===== src/design/prbe_pkg.sv =====
// Shared types and constants for the packet ring buffer engine.
`default_nettype none

package prbe_pkg;

  // Field widths fixed by the request and result formats.
  localparam int LEN_W   = 12;
  localparam int CFG_W   = 13;
  localparam int AVAIL_W = 13;

  // Trailer length and the smallest usable ring size.
  localparam int TRAILER_BYTES = 8;
  localparam int MIN_SIZE      = 16;

  // Request mode codes.
  localparam logic [2:0] MODE_WSTART = 3'd0;
  localparam logic [2:0] MODE_WBYTE  = 3'd1;
  localparam logic [2:0] MODE_RSTART = 3'd2;
  localparam logic [2:0] MODE_PSTART = 3'd3;
  localparam logic [2:0] MODE_RBYTE  = 3'd4;

  typedef logic [LEN_W-1:0]   len_t;
  typedef logic [AVAIL_W-1:0] avail_t;
  typedef logic [CFG_W-1:0]   cfg_size_t;

  // Result status codes.
  typedef enum logic [1:0] {
    ST_OK      = 2'd0,
    ST_AGAIN   = 2'd1,
    ST_INVALID = 2'd2,
    ST_SEQ     = 2'd3
  } status_t;

  // Operation class decided by the front end.
  typedef enum logic [2:0] {
    OP_WSTART,
    OP_WBYTE,
    OP_RSTART,
    OP_PSTART,
    OP_RBYTE,
    OP_BAD
  } op_t;

  // One request as it arrives on the input port.
  typedef struct packed {
    logic [2:0] mode;
    logic [7:0] data_byte;
    len_t       length;
    len_t       skip_offset;
  } in_req_t;

  // One result as it leaves on the output port.
  typedef struct packed {
    status_t    status;
    logic [7:0] read_data;
    logic       last;
    avail_t     avail_read;
    avail_t     avail_write;
  } out_rsp_t;

  // A classified request held in the queue.
  typedef struct packed {
    op_t        op;
    logic [7:0] data_byte;
    len_t       length;
    len_t       skip_offset;
    logic       len_zero;
  } q_item_t;

  // Head of the queue as seen by the back end.
  typedef struct packed {
    logic    valid;
    q_item_t item;
  } q_fwd_t;

endpackage

`default_nettype wire


===== src/design/prbe_front.sv =====
// Front end: accepts requests, classifies them and holds them in a short queue.
`default_nettype none

module prbe_front (
  input  wire logic              clk,
  input  wire logic              rst_n,
  input  wire logic              start,
  output logic                   busy,
  input  wire prbe_pkg::in_req_t in_req,
  output prbe_pkg::q_fwd_t       q_fwd,
  input  wire logic              q_pop
);

  localparam int Q_DEPTH = 2;

  prbe_pkg::q_item_t q_mem_r [Q_DEPTH];
  logic [1:0]        cnt_r, cnt_nxt;
  logic              wr_ptr_r, wr_ptr_nxt;
  logic              rd_ptr_r, rd_ptr_nxt;
  logic              push;
  prbe_pkg::q_item_t item_w;

  // Decode the mode into an operation class.
  always_comb begin
    item_w.data_byte   = in_req.data_byte;
    item_w.length      = in_req.length;
    item_w.skip_offset = in_req.skip_offset;
    item_w.len_zero    = (in_req.length == '0);
    unique case (in_req.mode)
      prbe_pkg::MODE_WSTART: item_w.op = prbe_pkg::OP_WSTART;
      prbe_pkg::MODE_WBYTE:  item_w.op = prbe_pkg::OP_WBYTE;
      prbe_pkg::MODE_RSTART: item_w.op = prbe_pkg::OP_RSTART;
      prbe_pkg::MODE_PSTART: item_w.op = prbe_pkg::OP_PSTART;
      prbe_pkg::MODE_RBYTE:  item_w.op = prbe_pkg::OP_RBYTE;
      default:               item_w.op = prbe_pkg::OP_BAD;
    endcase
  end

  // Queue pointers and fill count.
  assign busy = (cnt_r == 2'(Q_DEPTH));
  assign push = start && !busy;

  always_comb begin
    wr_ptr_nxt = push  ? !wr_ptr_r : wr_ptr_r;
    rd_ptr_nxt = q_pop ? !rd_ptr_r : rd_ptr_r;
    cnt_nxt    = cnt_r + 2'(push) - 2'(q_pop);
  end

  always_ff @(posedge clk) begin
    if (!rst_n) begin
      cnt_r    <= '0;
      wr_ptr_r <= 1'b0;
      rd_ptr_r <= 1'b0;
    end else begin
      cnt_r    <= cnt_nxt;
      wr_ptr_r <= wr_ptr_nxt;
      rd_ptr_r <= rd_ptr_nxt;
    end
  end

  // Queue storage.
  always_ff @(posedge clk) begin
    if (push) begin
      q_mem_r[wr_ptr_r] <= item_w;
    end
  end

  assign q_fwd.valid = (cnt_r != '0);
  assign q_fwd.item  = q_mem_r[rd_ptr_r];

endmodule

`default_nettype wire


===== config.mk =====
export PLATFORM = sky130hd
export DESIGN_NAME = prbe_front
export DESIGN_NICKNAME = d
export VERILOG_FILES = /design/src/design/prbe_pkg.sv /design/src/design/prbe_front.sv
export SDC_FILE = /design/constraint.sdc
export NUM_CORES = 1
export LEC_CHECK = 0
export BUFFER_PORTS_ARGS = -buffer_cell sky130_fd_sc_hd__buf_2
export CAP_MARGIN = 20
export CORE_ASPECT_RATIO = 1.25
export CORE_MARGIN = 3
export CORE_UTILIZATION = 41
export DETAILED_ROUTE_END_ITERATION = 7
export SLEW_MARGIN = 20
export SYNTH_ARGS = -nofsm -noshare
export SYNTH_HDL_FRONTEND = slang
export SYNTH_SLANG_ARGS = --single-unit

===== constraint.sdc =====
create_clock -name clk -period 3.4 [get_ports clk]
set_input_delay 0.17 -clock clk [delete_from_list [all_inputs] [get_ports clk]]
set_output_delay 0.17 -clock clk [all_outputs]
set_load 0.02 [all_outputs]

==> results.cfg, run 1 <==
[worst_setup_path]
r2r_end = q_mem_r[0][5]
reg2reg_slack_ns = 1.66
crit_arrival_ns = 2.07
endpoint_kind = output pin
r2r_cells = 4
reg2reg_from = cnt_r[0]
crit_type = flip-flop to output pin
crit_fanout = 25
cp_data_required_time_ns = 3.23
crit_path_start_kind = flip-flop

[floorplanning]
core_area_mm2 = 0.007062
dieWidth_um = 82.82
fp.dieArea_mm2 = 0.008449
placementRows = 34
die_h_um = 102.0
io_pins = 77
start_util_pct = 42.82

[clock_network]
cts.sinks = 77
htreeDepth = 3
cts_setup_buffers = 0
numCtsBuffers = 9
clockBufferDepth = 2
cts_hold_buf = 0
clock-root-buffer = clkbuf_8
clkTransAtPathRegs_ns = 0.08
clock_latency_ns = 0.33
ctsResizeCount = 0
cts_tree = built

[final_layout]
area_growth_syn_to_layout_pct = 23.46
drive_gt1_share_pct = 57.33
design_area_mm2 = 0.003734
area.sequential_mm2 = 0.002263
multiInputGateArea_um2 = 688.2
fin_util_pct = 52.87
diodes = 0
nets = 268
fill_cells = 645

[timing]
fmax_mhz = 447.1
rsz0062_at_grt = no
finClkSkew_ns = 0.008278
tightest_slew_ns = 0.8623
slew_headroom_pct = 42.51
setup_viol = 0
hold_viol_final = 0
finalCriticalPeriod_ns = 2.236
setup_tns_ns = 0
slew_violations = 0
finalWorstSetupSlack_ns = 1.164
post-route-period-util_pct = 65.78

[synthesis]
synthesis.area_mm2 = 0.003024
yosys_warnings = 0
synth_cells = 143
synth_top_area_share_pct = 71.49
synth.avg_cell_area_um2 = 21.15
synth_seq_area_share_pct = 74.80
ys_ff_latch = 77
yosys-top-cells-area = edfxtp_1, mux2_4, dfxtp_1
synth_cell_type_count = 21
syn-num-nets = 184
yosys.area.top_type = edfxtp_1

[route]
drc = 0
dr.first_iter.drc_count = 72
wire_per_inst_um = 15.53
postRouteAntennaNets = 0
wl_um = 5001
vias_per_cell = 4.699
drt-pass1-iter-count = 4
vias = 1513

[global_routing]
track_usage_pct = 12.24
grt_max_degree = 37
grt_pass1_vias = 1527
grt_pass1_wl_um = 7776
overflow = 0
antenna_found_initial = 0

[run_status]
outcome = finished clean

[min_path]
hold_end = q_mem_r[0][27]
min_path_type = primary input to flip-flop
holdPathStages = 1
worstHoldStart = in_req[26]

[run]
cap_violations = 0

[power_and_ir_drop]
ir_worst_vdd_v = 0.0003131
p_leak_nw = 1.497
powerDensity_mw_per_mm2 = 703.6

[place]
dp_hpwl_um = 3348
portBuffers = 76
placed_area_mm2 = 0.003460
gp_congestion = 0.6946
post-place-ws_ns = 1.494
power by group:
part	total [mW]	switching (mW)	internal, mW	leakage, nW
Sequential	1.25	0.0526	1.20	0.713
Clock	0.854	0.306	0.549	0.130
Combinational	0.520	0.290	0.230	0.654
state kept, by name, indices dropped and copies added (netlist names), named ones only:
register  cells
rd_ptr_r      1
wr_ptr_r      1
q_mem_r      72
cnt_r         2
metrics by stage:
stage	hold WS [ns]	std cells	power (mW)
2_1_floorplan	0.2689	143	1.640
3_5_place_dp	0.3626	305	1.799
5_1_grt	0.003838	322	2.743
6_report	0.02114	322	2.627
4_1_cts	0.003272	321	2.655
3_3_place_gp	0.3592	305	1.796
routing by layer:
metal,wire length (µm),up-vias,track usage (%)
met3,251,11,3.226
met4,103,0,7.170
li1,-,719,-
met2,2639,43,20.80
met5,0,-,0
met1,2006,740,14.08
layout make-up:
class | instances | area share [%]
sequential | 77 | 60.62
multi-input combinational | 59 | 18.43
timing repair buffer | 78 | 10.79
clock buffer | 13 | 4.524
tap | 90 | 3.016
clock inverter | 3 | 2.413
inverter | 2 | 0.2011
kinds of logic after synthesis:
kind of cell / share of synthesized area, %
fa+ha+maj: 0.8273
compound gates: 0.2483
simple gates: 3.062
buf+inv: 2.731
mux: 17.46
flops: 74.80
xor+xnor: 0.8690
worst max-delay path by stage:
stage               from       endpoint
2_1_floorplan   cnt_r[0]  q_mem_r[0][0]
3_3_place_gp    cnt_r[0]  q_mem_r[0][8]
3_5_place_dp   flip-flop      q_fwd[12]
4_1_cts        flip-flop      q_fwd[17]
5_1_grt        flip-flop      q_fwd[17]
6_report       flip-flop      q_fwd[17]
worst max-delay path: stages (launching register included):
cell and delay, ns:
dfxtp_2 0.86, buf_4 0.38, mux2_4 0.32, buf_2 0.16
synthesized netlist by cell type:
master    count
a21o_1        1
and2_1        4
and3_1        2
buf_12        3
buf_6         1
clkbuf_1      1
dfxtp_1       5
edfxtp_1     72
ha_1          2
inv_1         2
mux2_2        6
mux2_4       30
mux2i_1       1
nand2_1       2
nand2b_1      2
nor2_1        1
nor2b_1       1
nor4_1        3
or2_2         1
xnor2_1       2
xor2_1        1
cell usage in the layout, fill, tap and decap left out, types with 2 or more instances in the layout:
cell type and instances:
dfxtp_1 4, and2_1 4, bufinv_16 3, nand2_1 2
mux2_2 6, nand2b_1 2, buf_2 76, xnor2_1 2
inv_1 2, clkbuf_8 12, ha_1 2, mux2_4 30
edfxtp_1 72, nor4_1 3
(Power assumes the default switching activity.)
==> inputs of run 2 (changes only) <==
--- a/config.mk
+++ b/config.mk
@@ -11,6 +11,7 @@
 export CORE_MARGIN = 3
 export CORE_UTILIZATION = 41
 export DETAILED_ROUTE_END_ITERATION = 7
+export PLACE_DENSITY = 0.67
 export SLEW_MARGIN = 20
 export SYNTH_ARGS = -nofsm -noshare
 export SYNTH_HDL_FRONTEND = slang
==> constraint.sdc (replaced) <==
create_clock -name clk -period 1.9 [get_ports clk]
set_input_delay 0.095 -clock clk [delete_from_list [all_inputs] [get_ports clk]]
set_output_delay 0.095 -clock clk [all_outputs]
set_load 0.02 [all_outputs]
==> results.cfg, run 2 (synthesis results as in run 1) <==
[final_layout]
final_cell_mix = buf_2, edfxtp_1, dlygate4sd3_1
fill_cells = 588
diodes = 0
top_regs = q_mem_r (72), cnt_r (2)
nets = 304
layout_commonest_cell = buf_2
drive_gt1_share_pct = 50.00
design_area_mm2 = 0.004065
largest_register_ffs = 72
top_register = q_mem_r
area_growth_syn_to_layout_pct = 34.42

[timing]
hold_viol_final = 0
finalCriticalPeriod_ns = 1.651
setup_tns_ns = 0
setup_viol = 0
post-route-period-util_pct = 86.89
fmax_mhz = 605.7
finalWorstSetupSlack_ns = 0.2490
slew_violations = 0
tightest_slew_ns = 0.3442
slew_headroom_pct = 77.05
finClkSkew_ns = 0.008394
rsz0062_at_grt = no

[clock_network]
cts_hold_buf = 33
htreeDepth = 3
cts_tree = built
clock-root-buffer = clkbuf_8
clkTransAtPathRegs_ns = 0.07
clockBufferDepth = 2
numCtsBuffers = 9
ctsResizeCount = 0
clock_latency_ns = 0.34
cts_setup_buffers = 0
cts.sinks = 77

[worst_setup_path]
crit_path_start_kind = flip-flop
cpPeakStageDelay_ns = 0.34
crit_type = flip-flop to flip-flop
cp_cell_sequence = nand2b_1 > nand2_1 > ha_1 > inv_1 > ha_1 > xnor2_1 > xnor2_1 > and2_1
crit_arrival_ns = 1.89
crit_buf_inv = 1
crit_family = adder cells
cp_data_required_time_ns = 2.14
endpoint_kind = flip-flop
crit_fanout = 3
slowest_stage = dfxtp_1

[floorplanning]
placementRows = 34
fp.dieArea_mm2 = 0.008449
core_area_mm2 = 0.007062
die_h_um = 102.0
io_pins = 77
start_util_pct = 42.82
dieWidth_um = 82.82

[place]
gp_congestion = 0.6404
placed_area_mm2 = 0.003502
portBuffers = 76
post-place-ws_ns = 0.2423
dp_hpwl_um = 3440

[power_and_ir_drop]
p_leak_nw = 1.632
ir_worst_vdd_v = 0.0005651
powerDensity_mw_per_mm2 = 1147

[global_routing]
grt_pass1_wl_um = 8217
grt_pass1_vias = 1740
grt_max_degree = 37
track_usage_pct = 12.92
antenna_found_initial = 0
overflow = 0

[route]
vias_per_cell = 4.570
drc = 0
wl_um = 5319
postRouteAntennaNets = 0
drt-pass1-iter-count = 4
wire_per_inst_um = 14.86
dr.first_iter.drc_count = 96
vias = 1636

[run_status]
outcome = finished clean

[min_path]
min_path_type = primary input to flip-flop

[run]
cap_violations = 0
==> run 2: changes by cell type in the layout (fill, tap and decap cells not counted), sizes merged <==
| cell | change |
|---|---|
| dlygate4sd3 | +33 |
| buf | +3 |
| clkbuf | -1 |
| clkinvlp | +1 |
==> run 2: path summary, 6_finish.rpt <==
check | cells past startpoint | slack (ns) | end | startpoint
worst max-delay path | 8 | 0.25 | cnt_r[1] | cnt_r[0]
worst min-delay path | 2 | 0.03 | q_mem_r[1][33] | in_req[32]
worst min register to register | 2 | 0.53 | wr_ptr_r | wr_ptr_r
worst max register to register | 8 | 0.25 | cnt_r[1] | cnt_r[0]
==> run 2: cell type report <==
cell class	instances	area [µm²]	share of cell area (%)
well taps	90	112.6	2.770
clock buffers	12	135.1	3.324
flip-flops and latches	77	2263	55.68
multi-input cells	59	688.2	16.93
clock inverters	4	97.59	2.401
inverters	2	7.507	0.1847
repair buffers	114	760.7	18.71
==> run 2: per-stage QoR <==
| stage | cells | power (mW) | hold WS, ns | utilization (%) |
|---|---|---|---|---|
| floorplan | 143 | 2.936 | 0.1939 | - |
| global placement | 309 | 3.221 | 0.2826 | 49.59 |
| detailed placement | 309 | 3.246 | 0.2857 | 49.59 |
| CTS | 358 | 4.729 | 0.01299 | 57.57 |
| global route | 358 | 4.879 | 0.03602 | 57.57 |
| finish | 358 | 4.664 | 0.02759 | 57.57 |
==> run 2: layer usage <==
layer  wire length [µm]  vias to the layer above  GRT usage [%]
li1                   -                      786              -
met1               1893                      807          13.08
met2               3175                       36          24.38
met3                172                        7          2.823
met4                 77                        0          7.799
met5                  0                        -              0
==> run 2: power by group <==
part           internal, mW  leakage (nW)  total, mW  switching [mW]
Sequential             2.14         0.713       2.21          0.0685
Combinational         0.469         0.808       1.03           0.561
Clock                 0.875         0.111       1.42           0.546
Total                  3.49          1.63       4.66            1.18
